==> src/design/srp_pkg.sv <==
// Package for the streaming pattern replace block: parameters, register codes,
// payload structs and the command passed between the front and back ends.
// No dependencies.
`timescale 1ns / 1ps

package srp_pkg;

  localparam int MAX_PATTERN_BYTES     = 8;
  localparam int MAX_REPLACEMENT_BYTES = 8;
  localparam int CMD_FIFO_DEPTH        = 4;

  localparam int CFG_DATA_W = 64;
  localparam int CFG_IDX_W  = 2;
  localparam int LEN_W      = 4;

  typedef enum logic [CFG_IDX_W-1:0] {
    REG_PATTERN_BYTES      = 2'd0,
    REG_PATTERN_LENGTH     = 2'd1,
    REG_REPLACEMENT_BYTES  = 2'd2,
    REG_REPLACEMENT_LENGTH = 2'd3
  } srp_reg_e;

  typedef struct packed {
    logic [7:0] in_byte;
    logic       in_last;
  } srp_in_t;

  typedef struct packed {
    logic [7:0] out_byte;
    logic       out_valid;
    logic       out_last;
  } srp_out_t;

  typedef struct packed {
    logic                  we;
    srp_reg_e              idx;
    logic [CFG_DATA_W-1:0] data;
  } srp_cfg_wr_t;

  // A run of up to eight bytes to emit, first byte in bits 7..0. A zero count
  // with last set stands for a bare end marker.
  typedef struct packed {
    logic [63:0]      data;
    logic [LEN_W-1:0] cnt;
    logic             last;
  } srp_cmd_t;

endpackage

==> src/design/srp_front.sv <==
// Front end: configuration registers, the match window and classification of
// each accepted byte into an output command. Depends on srp_pkg.
`timescale 1ns / 1ps

module srp_front #(
  parameter int MaxPatternBytes     = srp_pkg::MAX_PATTERN_BYTES,
  parameter int MaxReplacementBytes = srp_pkg::MAX_REPLACEMENT_BYTES
) (
  input  logic                clk_i,
  input  logic                rst_ni,
  input  srp_pkg::srp_cfg_wr_t cfg_i,
  input  logic                push_i,
  input  srp_pkg::srp_in_t    in_i,
  input  logic                q_full_i,
  output logic                cmd_push_o,
  output srp_pkg::srp_cmd_t   cmd_o
);

  localparam int LenW = srp_pkg::LEN_W;
  localparam int CntW = $clog2(MaxPatternBytes + 1);

  logic [63:0]     pattern_q, replacement_q;
  logic [LenW-1:0] pat_len_q, rep_len_q;
  logic [7:0]      win_q [MaxPatternBytes];
  logic [7:0]      win_d [MaxPatternBytes];
  logic [7:0]      nw    [MaxPatternBytes];
  logic [CntW-1:0] count_q, count_d;
  logic [LenW-1:0] plen, rlen, ncnt;
  logic            accept, hit, eq, match;

  function automatic logic [LenW-1:0] eff_plen(input logic [LenW-1:0] v);
    logic [LenW-1:0] r;
    r = v;
    if (v == '0) r = LenW'(1);
    else if (v > LenW'(MaxPatternBytes)) r = LenW'(MaxPatternBytes);
    return r;
  endfunction

  assign plen   = eff_plen(pat_len_q);
  assign rlen   = (rep_len_q > LenW'(MaxReplacementBytes)) ?
                  LenW'(MaxReplacementBytes) : rep_len_q;
  assign accept = push_i && !q_full_i;
  assign ncnt   = LenW'(count_q) + LenW'(1);
  assign hit    = (ncnt == plen);
  assign match  = hit && eq;

  always_comb begin
    eq = 1'b1;
    for (int i = 0; i < MaxPatternBytes; i++) begin
      nw[i] = (CntW'(i) == count_q) ? in_i.in_byte : win_q[i];
      if (LenW'(i) < plen && nw[i] != pattern_q[8*i +: 8]) eq = 1'b0;
    end
  end

  always_comb begin
    win_d      = win_q;
    count_d    = count_q;
    cmd_o      = '0;
    cmd_push_o = 1'b0;
    if (accept) begin
      priority if (match) begin
        count_d    = '0;
        cmd_o.data = replacement_q;
        cmd_o.cnt  = rlen;
        cmd_o.last = in_i.in_last;
        cmd_push_o = (rlen != '0) || in_i.in_last;
      end else if (in_i.in_last) begin
        count_d = '0;
        for (int i = 0; i < MaxPatternBytes; i++) begin
          cmd_o.data[8*i +: 8] = nw[i];
        end
        cmd_o.cnt  = ncnt;
        cmd_o.last = 1'b1;
        cmd_push_o = 1'b1;
      end else if (hit) begin
        // The oldest byte can no longer start a match: send it and slide.
        cmd_o.data[7:0] = nw[0];
        cmd_o.cnt       = LenW'(1);
        cmd_push_o      = 1'b1;
        for (int i = 0; i < MaxPatternBytes - 1; i++) begin
          win_d[i] = nw[i+1];
        end
      end else begin
        win_d   = nw;
        count_d = CntW'(ncnt);
      end
    end
    // A shorter pattern length drops a window that no longer fits.
    if (cfg_i.we && cfg_i.idx == srp_pkg::REG_PATTERN_LENGTH &&
        LenW'(count_q) >= eff_plen(cfg_i.data[LenW-1:0])) begin
      count_d = '0;
    end
  end

  always_ff @(posedge clk_i or negedge rst_ni) begin
    if (!rst_ni) begin
      pattern_q     <= '0;
      pat_len_q     <= LenW'(1);
      replacement_q <= '0;
      rep_len_q     <= '0;
      count_q       <= '0;
    end else begin
      count_q <= count_d;
      if (cfg_i.we) begin
        unique case (cfg_i.idx)
          srp_pkg::REG_PATTERN_BYTES:      pattern_q     <= cfg_i.data;
          srp_pkg::REG_PATTERN_LENGTH:     pat_len_q     <= cfg_i.data[LenW-1:0];
          srp_pkg::REG_REPLACEMENT_BYTES:  replacement_q <= cfg_i.data;
          srp_pkg::REG_REPLACEMENT_LENGTH: rep_len_q     <= cfg_i.data[LenW-1:0];
        endcase
      end
    end
  end

  always_ff @(posedge clk_i) begin
    win_q <= win_d;
  end

endmodule

==> src/design/srp_cmd_fifo.sv <==
// Short command queue between the front and back ends.
// Depends on srp_pkg.
`timescale 1ns / 1ps

module srp_cmd_fifo #(
  parameter int Depth = srp_pkg::CMD_FIFO_DEPTH
) (
  input  logic              clk_i,
  input  logic              rst_ni,
  input  logic              wr_i,
  input  srp_pkg::srp_cmd_t wr_data_i,
  output logic              full_o,
  input  logic              rd_i,
  output srp_pkg::srp_cmd_t rd_data_o,
  output logic              not_empty_o
);

  localparam int PtrW = (Depth > 1) ? $clog2(Depth) : 1;
  localparam int CntW = $clog2(Depth + 1);

  srp_pkg::srp_cmd_t mem_q [Depth];
  logic [PtrW-1:0]   wptr_q, rptr_q;
  logic [CntW-1:0]   cnt_q;
  logic              do_wr, do_rd;

  function automatic logic [PtrW-1:0] inc(input logic [PtrW-1:0] p);
    return (p == PtrW'(Depth - 1)) ? '0 : p + PtrW'(1);
  endfunction

  assign full_o      = (cnt_q == CntW'(Depth));
  assign not_empty_o = (cnt_q != '0);
  assign do_wr       = wr_i && !full_o;
  assign do_rd       = rd_i && not_empty_o;
  assign rd_data_o   = mem_q[rptr_q];

  always_ff @(posedge clk_i or negedge rst_ni) begin
    if (!rst_ni) begin
      wptr_q <= '0;
      rptr_q <= '0;
      cnt_q  <= '0;
    end else begin
      if (do_wr) wptr_q <= inc(wptr_q);
      if (do_rd) rptr_q <= inc(rptr_q);
      if (do_wr && !do_rd) cnt_q <= cnt_q + CntW'(1);
      else if (do_rd && !do_wr) cnt_q <= cnt_q - CntW'(1);
    end
  end

  always_ff @(posedge clk_i) begin
    if (do_wr) mem_q[wptr_q] <= wr_data_i;
  end

endmodule

==> src/design/srp_back.sv <==
// Back end: expands queued commands into result items, one per cycle when the
// output register that holds the oldest result is free. Depends on srp_pkg.
`timescale 1ns / 1ps

module srp_back (
  input  logic              clk_i,
  input  logic              rst_ni,
  input  logic              cmd_avail_i,
  input  srp_pkg::srp_cmd_t cmd_i,
  output logic              cmd_take_o,
  output logic              empty_o,
  input  logic              pop_i,
  output srp_pkg::srp_out_t out_o
);

  localparam int LenW = srp_pkg::LEN_W;

  logic [63:0]       data_q;
  logic [LenW-1:0]   rem_q;
  logic              vbit_q, last_q;
  logic              out_full_q;
  srp_pkg::srp_out_t out_q, item;
  logic              busy, out_free, emit, done;

  assign busy       = (rem_q != '0);
  assign out_free   = !out_full_q || pop_i;
  assign emit       = busy && out_free;
  assign done       = !busy || (emit && rem_q == LenW'(1));
  assign cmd_take_o = done && cmd_avail_i;

  assign item.out_byte  = vbit_q ? data_q[7:0] : 8'd0;
  assign item.out_valid = vbit_q;
  assign item.out_last  = last_q && (rem_q == LenW'(1));

  assign empty_o = !out_full_q;
  assign out_o   = out_q;

  always_ff @(posedge clk_i or negedge rst_ni) begin
    if (!rst_ni) begin
      rem_q      <= '0;
      out_full_q <= 1'b0;
    end else begin
      if (cmd_take_o) begin
        // A bare end marker becomes a single item with no valid byte.
        rem_q <= (cmd_i.cnt == '0) ? LenW'(1) : cmd_i.cnt;
      end else if (emit) begin
        rem_q <= rem_q - LenW'(1);
      end
      if (emit) out_full_q <= 1'b1;
      else if (pop_i) out_full_q <= 1'b0;
    end
  end

  always_ff @(posedge clk_i) begin
    if (cmd_take_o) begin
      data_q <= cmd_i.data;
      vbit_q <= (cmd_i.cnt != '0);
      last_q <= cmd_i.last;
    end else if (emit) begin
      data_q <= {8'd0, data_q[63:8]};
    end
    if (emit) out_q <= item;
  end

endmodule

==> src/design/stream_pattern_replace_core.sv <==
// Top level of the streaming pattern replace block.
// Depends on srp_pkg, srp_front, srp_cmd_fifo and srp_back.
`timescale 1ns / 1ps

// Usage:
// Bytes enter on in_i with push; a transfer happens when push is high and
// full is low. Results leave on out_o: the oldest result is shown while empty
// is low and a transfer happens when pop is high.
// Configuration is a plain write port (cfg_we_i, cfg_idx_i, cfg_data_i) and is
// to be written only while the stream is idle; the block does not enforce this.
// Pattern and replacement bytes are given first byte in bits 7..0.
// Each input transfer is classified combinationally by the front end and yields
// at most one command of 0 to 8 output bytes, queued in a four-entry command
// queue. The back end takes a command once the previous one is done and emits
// one result per cycle while the output register is free or popped, so a byte
// that leaves the window passes the queue and back end into the output register.
// Sustained input rate is one byte per cycle while results average at most
// one per input and the receiver keeps up; replacement or flush bursts are
// absorbed by the queue, and full rises when it holds four commands.
// When the receiver stalls, the output register holds its result, the queue
// fills and then full stops input. Reset empties the window, the queue and the
// output register and clears the configuration registers except the pattern
// length, which becomes one.

module stream_pattern_replace_core #(
  parameter int MaxPatternBytes     = srp_pkg::MAX_PATTERN_BYTES,
  parameter int MaxReplacementBytes = srp_pkg::MAX_REPLACEMENT_BYTES
) (
  input  logic                            clk_i,
  input  logic                            rst_ni,
  input  logic                            cfg_we_i,
  input  logic [srp_pkg::CFG_IDX_W-1:0]   cfg_idx_i,
  input  logic [srp_pkg::CFG_DATA_W-1:0]  cfg_data_i,
  input  logic                            push,
  output logic                            full,
  input  srp_pkg::srp_in_t                in_i,
  output logic                            empty,
  input  logic                            pop,
  output srp_pkg::srp_out_t               out_o
);

  srp_pkg::srp_cfg_wr_t cfg;
  srp_pkg::srp_cmd_t    cmd_wr, cmd_rd;
  logic                 cmd_push, cmd_avail, cmd_take;

  assign cfg.we   = cfg_we_i;
  assign cfg.idx  = srp_pkg::srp_reg_e'(cfg_idx_i);
  assign cfg.data = cfg_data_i;

  srp_front #(
    .MaxPatternBytes    (MaxPatternBytes),
    .MaxReplacementBytes(MaxReplacementBytes)
  ) u_front (
    .clk_i     (clk_i),
    .rst_ni    (rst_ni),
    .cfg_i     (cfg),
    .push_i    (push),
    .in_i      (in_i),
    .q_full_i  (full),
    .cmd_push_o(cmd_push),
    .cmd_o     (cmd_wr)
  );

  srp_cmd_fifo #(
    .Depth(srp_pkg::CMD_FIFO_DEPTH)
  ) u_fifo (
    .clk_i      (clk_i),
    .rst_ni     (rst_ni),
    .wr_i       (cmd_push),
    .wr_data_i  (cmd_wr),
    .full_o     (full),
    .rd_i       (cmd_take),
    .rd_data_o  (cmd_rd),
    .not_empty_o(cmd_avail)
  );

  srp_back u_back (
    .clk_i      (clk_i),
    .rst_ni     (rst_ni),
    .cmd_avail_i(cmd_avail),
    .cmd_i      (cmd_rd),
    .cmd_take_o (cmd_take),
    .empty_o    (empty),
    .pop_i      (pop),
    .out_o      (out_o)
  );

endmodule

==> config.mk <==
export PLATFORM = sky130hd
export DESIGN_NAME = stream_pattern_replace_core
export DESIGN_NICKNAME = d
export VERILOG_FILES = /design/src/design/srp_pkg.sv /design/src/design/srp_front.sv /design/src/design/srp_cmd_fifo.sv /design/src/design/srp_back.sv /design/src/design/stream_pattern_replace_core.sv
export SDC_FILE = /design/constraint.sdc
export NUM_CORES = 1
export LEC_CHECK = 0
export BUFFER_PORTS_ARGS = -buffer_cell sky130_fd_sc_hd__buf_2
export CORE_MARGIN = 2
export CORE_UTILIZATION = 53
export DETAILED_ROUTE_END_ITERATION = 8
export HOLD_SLACK_MARGIN = 0.15
export PLACE_DENSITY = 0.7
export SETUP_SLACK_MARGIN = 0.4
export SYNTH_ARGS = -nofsm -noshare
export SYNTH_HDL_FRONTEND = slang
export SYNTH_SLANG_ARGS = --single-unit
==> constraint.sdc <==
create_clock -name clk_i -period 13.3 [get_ports clk_i]
set_input_delay 3.325 -clock clk_i [delete_from_list [all_inputs] [get_ports clk_i]]
set_output_delay 3.325 -clock clk_i [all_outputs]
set_load 0.01 [all_outputs]
* After elaboration in Yosys (flattened, before gate mapping) *
Memory sizes are Yosys's and may differ from the RTL's.
Index checks and enable logic that the tools add are counted.

operators by class
  add/subtract/negate cells = 6
  bitwise logic cells = 3
  order comparisons = 12
  eq/ne operators = 24
  div/mod/pow operators = 0
  multiplexer cells = 50
  multiply operators = 0
  shift-type cells = 0
  reductions and logical operators = 48

operator list
  kind                 count
  $mux 69              2
  $mux 64              2
  $mux 56              2
  $mux 8               8
  $ne 8x8->1           8
  $mux 4               13
  $mux 12              2
  $logic_and 1x1->1    20
  $mux 1               17
  $eq 3x4->1 const A   4
  $logic_not 4->1      4
  $lt 3x4->1 const A   4
  $gt 4x4->1 const B   3
  $reduce_bool 4->1    3
  $reduce_and 2->1     5
  $eq 2x2->1 const B   4
  $eq 2x4->1 const A   2
  $lt 1x4->1 const A   2
  $lt 2x4->1 const A   2
  $reduce_bool 2->1    4
  $mux 3               2
  $logic_not 1->1      5
  $add 2x1->2 const B  2
  $add 4x1->4 const B  1
  17 further kinds     22

storage, ports and cells
  memory bits (read-only) = 0
  latch bits = 0
  register bits = 292
  memory bits (writable) = 276
  memories kept = 1
  logic and storage cells = 168

memories
  name          depth  width  rd ports  clocked after memory_dff  wr ports  line                RTL
  u_fifo.mem_q  4      69     1         0                         1         srp_cmd_fifo.sv:21  srp_pkg::srp_cmd_t mem_q [Depth];

* Logic depth before layout (Yosys ltp) *
Gate-level depths: netlist (run 1).

  depth in word-level cells = 21
  mapped depth = 18

* Cells and area by module *
From an unflattened synthesis (run 1), not the netlist that was laid out.

unflattened totals
  cells, all modules = 1652
  area, all modules = 25803.5 um^2

by module, submodules not included
  module        cells each  area each (um^2)  times used
  srp_front     1064        11552.3           1
  srp_cmd_fifo  398         10485.1           1
  srp_back      190         3766.1            1

* Least setup slack after synthesis (run 1) *
Ideal clock, no wire load.

  path kind = input to register
  from = input in_i[5] in the netlist's numbering
  to = register u_front.win_q[10] in the netlist's numbering, enable pin
  cell stages on the path = 13
  buffers on the path = 4
  path slack = 4.101 ns
  data arrival time = 8.659 ns
  cells stage by stage = clkbuf_1 inv_1 clkbuf_1 nor2_1 a21oi_1 nor2_1 nor4_1 a31o_2 nand3_2 buf_6 nor2_8 buf_8 nor3_1

between the ends
  cells in the longest elaborated chain, start to end = 14

RTL lines
  what                            line                               RTL
  start: declaration              stream_pattern_replace_core.sv:36  input srp_pkg::srp_in_t in_i,
  $mux 8                          srp_front.sv:50                    nw[i] = (CntW'(i) == count_q) ? in_i.in_byte : win_q[i];
  $ne 8x8->1                      srp_front.sv:51                    if (LenW'(i) < plen && nw[i] != pattern_q[8*i +: 8]) eq = 1'b0;
  $logic_and 1x1->1               srp_front.sv:51
  $mux 1 (7 in a row)             srp_front.sv:51
  $mux 1 (*)                      srp_front.sv:51
  $logic_and 1x1->1 (*)           srp_front.sv:45                    assign match = hit && eq;
  $not 1->1 (no line) (*)         --
  $reduce_and 3->1 (no line) (*)  --
  end signal: assignment          srp_front.sv:116                   win_q <= win_d;
  end: declaration                srp_front.sv:24                    logic [7:0] win_q [MaxPatternBytes];

Mark *: on every way between the ends. The rest lies on a longest branch, timed or not.
A chain may end at the register's enable or synchronous reset.

* Final worst setup path (run 1) *
  from = input in_i[4] in the netlist's numbering
  to = register u_fifo.cnt_q[1]

between the ends
  cells in the longest elaborated chain, start to end = 18

RTL lines
  what                         line                RTL
  $mux 8                       srp_front.sv:50
  $ne 8x8->1                   srp_front.sv:51
  $logic_and 1x1->1            srp_front.sv:51
  $mux 1 (7 in a row)          srp_front.sv:51
  $mux 1 (*)                   srp_front.sv:51
  $logic_and 1x1->1 (*)        srp_front.sv:45
  $mux 1 (*)                   srp_front.sv:61     priority if (match) begin
  $mux 1 (*)                   srp_front.sv:60     if (accept) begin
  $logic_and 1x1->1 (*)        srp_cmd_fifo.sv:32  assign do_wr = wr_i && !full_o;
  via u_fifo.do_wr             srp_cmd_fifo.sv:24  logic do_wr, do_rd;
  $logic_not 1->1              srp_cmd_fifo.sv:45  else if (do_rd && !do_wr) cnt_q <= cnt_q - CntW'(1);
  $logic_and 1x1->1            srp_cmd_fifo.sv:45
  $reduce_bool 2->1 (no line)  --
  end signal: assignment       srp_cmd_fifo.sv:44  if (do_wr && !do_rd) cnt_q <= cnt_q + CntW'(1);
  end signal: assignment       srp_cmd_fifo.sv:45
  end: declaration             srp_cmd_fifo.sv:23  logic [CntW-1:0] cnt_q;

The timed path passes the listed nets; every way through them passes the cells marked *.

==> impl_metrics.ini, run 1 <==
[global_route]
grt_pass1_wl_um = 94490
grt-ovfl-total = 0
first_global_vias = 14950
grt_max_degree = 85
antenna_found_initial = 1
grt_use_total_pct = 25.37

[logic_synthesis]
async_reset_ff_share_pct = 26.76
synth.avg_cell_area_um2 = 14.22
synthFlopType = edfxtp_1
yosysWarnings = 0
syn-num-nets = 1886
seq_area_frac_synth_pct = 64.08
synth.distinct_cells = 77
synth_edf_count = 416
synth_area_mm2 = 0.02543
synth_cells = 1788
synth_seq_cells = 568

[power]
p_int_mw = 3.912
swShare_pct = 31.22
p_seq_share_pct = 46.4
p_leak_nw = 10.54
peakVddDrop_v = 0.0001204
clockPowerShare_pct = 27.7
switching_power_mw = 1.776
power.density_mw_per_mm2 = 201.6
p_comb_share_pct = 25.9

[routing]
drt-pass1-iter-count = 6
drtIter0Drc = 1762
wl_met1_um = 27360
dr_wl_met3_um = 4732
drt-total-wl_um = 62020
drt-wirelength-per-cell_um = 24.60
top_layer = met4
route.detailed.drc = 0
dr_wl_met2_um = 28380
vias_per_cell = 5.990
ant_nets = 0
route.vias.total = 15100

[clocking]
postCtsResizedCells = 0
hold_buffers = 0
cts_setup_buffers = 0
cts_buffers = 56
path_clk_slew_ns = 0.06
clkLatencyLatePin_ns = 0.61
cts.sinks = 568
root_buffer = clkbuf_16
cts_htree_levels = 2
tritoncts = yes
clk_path_buf_depth = 3

[run]
max_cap_viol_count = 0

[sta]
worst_slew_pin_slew_ns = 1.381
skew_ns = 0.01471
fmax_mhz = 140.1
relSlewSlack_pct = 7.723
drv_slew = 0
layout_min_cycle_time_ns = 7.139
period_share_pct = 53.67
rsz0062_at_grt = no
setup_tns_ns = 0
finalWorstSetupSlack_ns = 6.161
setup_viol = 0
hold_viol = 0

[finish]
drive_gt1_share_pct = 21.51
num_antenna_cells = 0
final_common_cell = edfxtp_1
layout.nets = 1956
fin_util_pct = 59.33
final_cell_mix = 416 x edfxtp_1, 294 x nand2_1, 150 x mux2i_1
area_growth_pct = 10.92

[placement]
place.gp.congestion = 0.9102
hpwl_um = 41860
io_buffers = 91
dp_slack_ns = 5.573

[floorplan]
fp.dieH_um = 223.1
num_rows = 80
start_util_pct = 53.49
core_area_mm2 = 0.04755
ios = 92
die_x_um = 223.1
die_area_mm2 = 0.04975

[status]
status = completed

[worst_setup_path]
critical_path_arrival_ns = 7.63
critPathCaptureType = flip-flop
cp_max_fo = 20
crit_path_start_kind = primary input
critical_path_class = in -> reg
worstPathRequired_ns = 13.79

[min_path]
hold_path.class = reg -> reg
power by group through the flow:
stage          Combinational (mW)  Sequential [mW]  Clock (mW)
5_1_grt                      1.61             2.68        1.67
2_1_floorplan                1.09             2.57           0
3_5_place_dp                 1.47             2.68           0
4_1_cts                      1.48             2.64        1.59
3_3_place_gp                 1.45             2.66           0
6_report                     1.47             2.64        1.57
synthesized netlist by cell type (20+ instances only):
cell / number / area, um2
a21oi_1: 32 / 160.2
clkbuf_1: 72 / 270.3
dfrtp_1: 151 / 3779
edfxtp_1: 416 / 12490
inv_1: 66 / 247.7
mux2_2: 115 / 1295
mux2i_1: 150 / 1501
mux4_2: 69 / 1554
nand2_1: 295 / 1107
nand2b_1: 54 / 337.8
nor2_1: 55 / 206.5
o21ai_0: 41 / 205.2
o22ai_1: 20 / 125.1
xnor2_1: 22 / 192.7
xor2_1: 31 / 271.5
registers in the layout (all words and copies together), names as in the netlist:
signal,count
u_front.count_q,4
u_back.last_q,1
u_fifo.cnt_q,3
u_front.pat_len_q,4
u_back.out_full_q,1
u_back.data_q,64
u_fifo.rptr_q,2
u_front.replacement_q,64
u_back.out_o,10
u_back.vbit_q,1
u_fifo.wptr_q,2
u_front.win_q,64
u_fifo.mem_q,276
u_front.pattern_q,64
u_back.rem_q,4
u_front.rep_len_q,4
routing by layer:
| layer | vias to the layer above | track usage [%] |
|---|---|---|
| met5 | - | 0 |
| met2 | 603 | 38.76 |
| li1 | 6692 | - |
| met1 | 7707 | 38.32 |
| met4 | 0 | 6.711 |
| met3 | 99 | 3.964 |
final cells by class:
cell class	count	area [um2]
Clock buffer	78	1554
Tap cell	615	769.5
Sequential cell	568	16300
Multi-Input combinational cell	1055	8447
Inverter	67	251.5
Timing Repair Buffer	110	604.3
Clock inverter	28	281.5
Fill cell	3616	19340
critical path: stages:
cell and delay, ns:
buf_2 0.21, inv_1 0.32, o22ai_1 0.11, o41ai_1 0.32
o21ai_0 0.14, nand4b_1 0.41, o41ai_1 0.39, nand3_2 0.43
o21ai_2 0.79, inv_1 0.14, ha_1 0.25, inv_1 0.08
fa_1 0.42, mux2_2 0.27
metrics by stage:
stage | total power [mW] | area (um2) | std cells | hold slack (ns)
2_1_floorplan | 3.654 | 25430 | 1788 | 0.4513
3_3_place_gp | 4.111 | 26370 | 2415 | 0.4758
3_5_place_dp | 4.147 | 26370 | 2415 | 0.4867
4_1_cts | 5.713 | 28210 | 2521 | 0.4977
5_1_grt | 5.952 | 28210 | 2521 | 0.5126
6_report | 5.688 | 28210 | 2521 | 0.4992
path summary, 6_finish.rpt:
check	from	endpoint	slack, ns	cells past startpoint
worst max-delay path	in_i[4]	u_fifo.cnt_q[1]	6.16	14
worst min-delay path	u_fifo.cnt_q[2]	u_fifo.cnt_q[2]	0.50	1
worst max register to register	u_front.count_q[0]	u_fifo.cnt_q[1]	7.66	14
worst min register to register	u_fifo.cnt_q[2]	u_fifo.cnt_q[2]	0.50	1
max in group asynchronous	rst_ni	u_front.pattern_q[6]	8.94	2
min in group asynchronous	rst_ni	u_back.rem_q[0]	2.73	1
cells by family (layout without fill, tap and decap cells):
kind of cell	Yosys count	count (layout)	share of synthesized area, %
AND/OR/NAND/NOR	494	494	8.939
buffers and inverters	165	283	2.947
adder cells (fa/ha/maj)	18	18	0.9151
XOR/XNOR	53	53	1.825
multiplexers	338	338	17.30
flip-flops	568	568	64.08
AO/OA/AOI/OAI	152	152	3.990
(Power assumes the default switching activity.)
==> run 2: changes to the inputs <==
ABC_AREA = 1   (was not set)
PLACE_DENSITY = 0.73   (was 0.7)
clock period = 6 ns   (was 13.3 ns; I/O delays follow)
==> impl_metrics.ini, run 2 <==
[worst_setup_path]
critical_path_arrival_ns = 5.05
worstPathRequired_ns = 6.49
cpMostUsedCell = nand2_1
critPathCaptureType = flip-flop
crit_buf_inv = 4
crit_family = simple AND/OR/NAND/NOR gates
cp_slowest_stage_delay_ns = 0.54
critical_path_class = reg -> reg
cp_slowest_cell = dfrtp_1
worstPathCellList = inv_1 -> ha_1 -> nand2_1 -> inv_1 -> nand2_1 -> nand2_1 -> nand2_1 -> nand2_1 -> nor2_1 -> nand2_1 -> nor2_1 -> nand2_1 -> nor2_2 -> and2_2 -> nand4_2 -> nand2_2 -> inv_1 -> ha_1 -> inv_1 -> fa_1 -> mux2_2
cp_max_fo = 21
crit_path_start_kind = flip-flop

[power]
p_comb_share_pct = 32.5
p_seq_share_pct = 42.8
power.density_mw_per_mm2 = 480.8
clockPowerShare_pct = 24.7
p_int_mw = 8.633
power_mw = 13.88
p_leak_nw = 12.05
swShare_pct = 37.79
peakVddDrop_v = 0.0002731
switching_power_mw = 5.244

[finish]
final_common_cell = nand2_1
fill_cells = 4118
drive_gt1_share_pct = 8.728
final_cell_mix = 614 x nand2_1, 416 x edfxtp_1, 394 x nor2_1
area_growth_pct = 10.31
layout.nets = 2882
top_register = u_fifo.mem_q
num_antenna_cells = 0
largest_reg_flops = 276

[placement]
place.gp.congestion = 0.9965
hpwl_um = 46370
io_buffers = 91

[global_route]
antenna_found_initial = 1
grt_max_degree = 86
grt-ovfl-total = 0
first_global_vias = 18770
grt_use_total_pct = 28.09
grt_pass1_wl_um = 108500

[routing]
drt-total-wl_um = 70930
ant_nets = 0
drt-pass1-iter-count = 8
route.detailed.drc = 0
route.vias.total = 20110
drtIter0Drc = 2383
drt-wirelength-per-cell_um = 20.30
vias_per_cell = 5.757

[min_path]
hold_path.class = reg -> reg

[clocking]
postCtsResizedCells = 0
hold_buffers = 0
cts.sinks = 568
cts_setup_buffers = 0
root_buffer = clkbuf_16
cts_htree_levels = 2
clkLatencyLatePin_ns = 0.63
path_clk_slew_ns = 0.06
cts_buffers = 55
tritoncts = yes
clk_path_buf_depth = 3

[sta]
worst_slew_pin_slew_ns = 0.9841
drv_slew = 0
relSlewSlack_pct = 34.24
setup_viol = 0
setup_tns_ns = 0
rsz0062_at_grt = no
period_share_pct = 75.94
hold_viol = 0
layout_min_cycle_time_ns = 4.557
fmax_mhz = 219.5
skew_ns = 0.03202

[logic_synthesis]
seq_area_frac_synth_pct = 62.28
syn-num-nets = 2863
synth_top_area_share_pct = 47.74
synth.distinct_cells = 45
synth_edf_count = 416
synthTopCellsByArea = edfxtp_1 48%, dfrtp_1 14%, nand2_1 8.8%, o21ai_0 6.9%, nor2_1 5.7%
synth.avg_cell_area_um2 = 9.464
yosysMostFrequentCell = nand2_1
yosys.area.top_type = edfxtp_1
synth_cells = 2765
yosysWarnings = 0
synthFlopType = edfxtp_1
synthTopCellsByCount = 616 x nand2_1, 416 x edfxtp_1, 399 x nor2_1
async_reset_ff_share_pct = 26.76
synth_seq_cells = 568
synth_area_mm2 = 0.02617

[floorplan]
core_area_mm2 = 0.04885
ios = 92
start_util_pct = 53.57
fp.dieH_um = 226.2
die_x_um = 226.2
num_rows = 81
die_area_mm2 = 0.05117

[run]
max_cap_viol_count = 0

[status]
status = completed
run 2: cell types whose count changed in the layout (fill, tap and decap cells not counted), moves of 114 or more:
cell     previous run  this run
nand2_1           294       614
o21ai_0            41       362
nand3_1             9       124
nor2_1             51       394
mux2i_1           150         0
mux2_2            115         1
inv_1              66       237
run 2: power groups by stage:
stage          registers, mW  logic (mW)  clock network [mW]
2_1_floorplan           5.82        3.15                   0
3_3_place_gp            5.98        4.34                   0
3_5_place_dp            6.01        4.45                   0
4_1_cts                 5.94        4.48                3.45
5_1_grt                 6.01        5.04                3.60
6_report                5.95        4.51                3.43
run 2: kinds of logic after synthesis:
family	synth area share, %
simple gates	19.61
flops	62.28
compound gates	10.49
buf+inv	6.426
fa+ha+maj	0.8893
xor+xnor	0.2678
mux	0.04303
run 2: path summary, 6_finish.rpt:
kind	slack, ns	cells past startpoint	from	to
max	1.44	21	u_front.count_q[0]	u_fifo.cnt_q[1]
min	0.48	2	u_front.replacement_q[1]	u_front.replacement_q[1]
max reg2reg	1.44	21	u_front.count_q[0]	u_fifo.cnt_q[1]
min reg2reg	0.48	2	u_front.replacement_q[1]	u_front.replacement_q[1]
max in group asynchronous	4.11	2	rst_ni	u_fifo.cnt_q[2]
min in group asynchronous	0.95	1	rst_ni	u_back.rem_q[1]
run 2: final cells by class:
cell class / count / area, um2 / share of cell area (%)
tap: 664 / 830.8 / 2.878
clock inverter: 37 / 295.3 / 1.023
multi-input combinational: 1792 / 8278 / 28.68
timing repair buffer: 122 / 757.0 / 2.622
clock buffer: 66 / 1480 / 5.128
sequential: 568 / 16300 / 56.48
inverter: 245 / 922.1 / 3.195
run 2: per-stage QoR:
step                hold slack, ns  cell area [um2]  instances  setup WS (ns)  util, %
finish                      0.4845            28870       3494          1.443    59.09
global route                0.5083            28870       3494          1.165    59.09
global placement            0.4629            27090       3391          1.118    55.46
CTS                         0.4832            28870       3494          1.523    59.09
floorplan                   0.4244            26170       2765        -0.2912        -
detailed placement          0.4684            27090       3391          1.117    55.46
run 2: tightest hold or removal path: cells and delay by family (launching register included):
kind,cells,cell delay [ns]
flip-flops,1,0.34
AND/OR/NAND/NOR,1,0.05
AO/OA/AOI/OAI,1,0.06
run 2: metal layers:
layer / GRT usage, % / share of wire, % / wire (um)
met5: 0 / 0.011 / 8
met3: 5.712 / 9.8 / 6916
met2: 43.43 / 46 / 32460
met1: 39.46 / 41 / 28820
met4: 10.46 / 3.8 / 2721
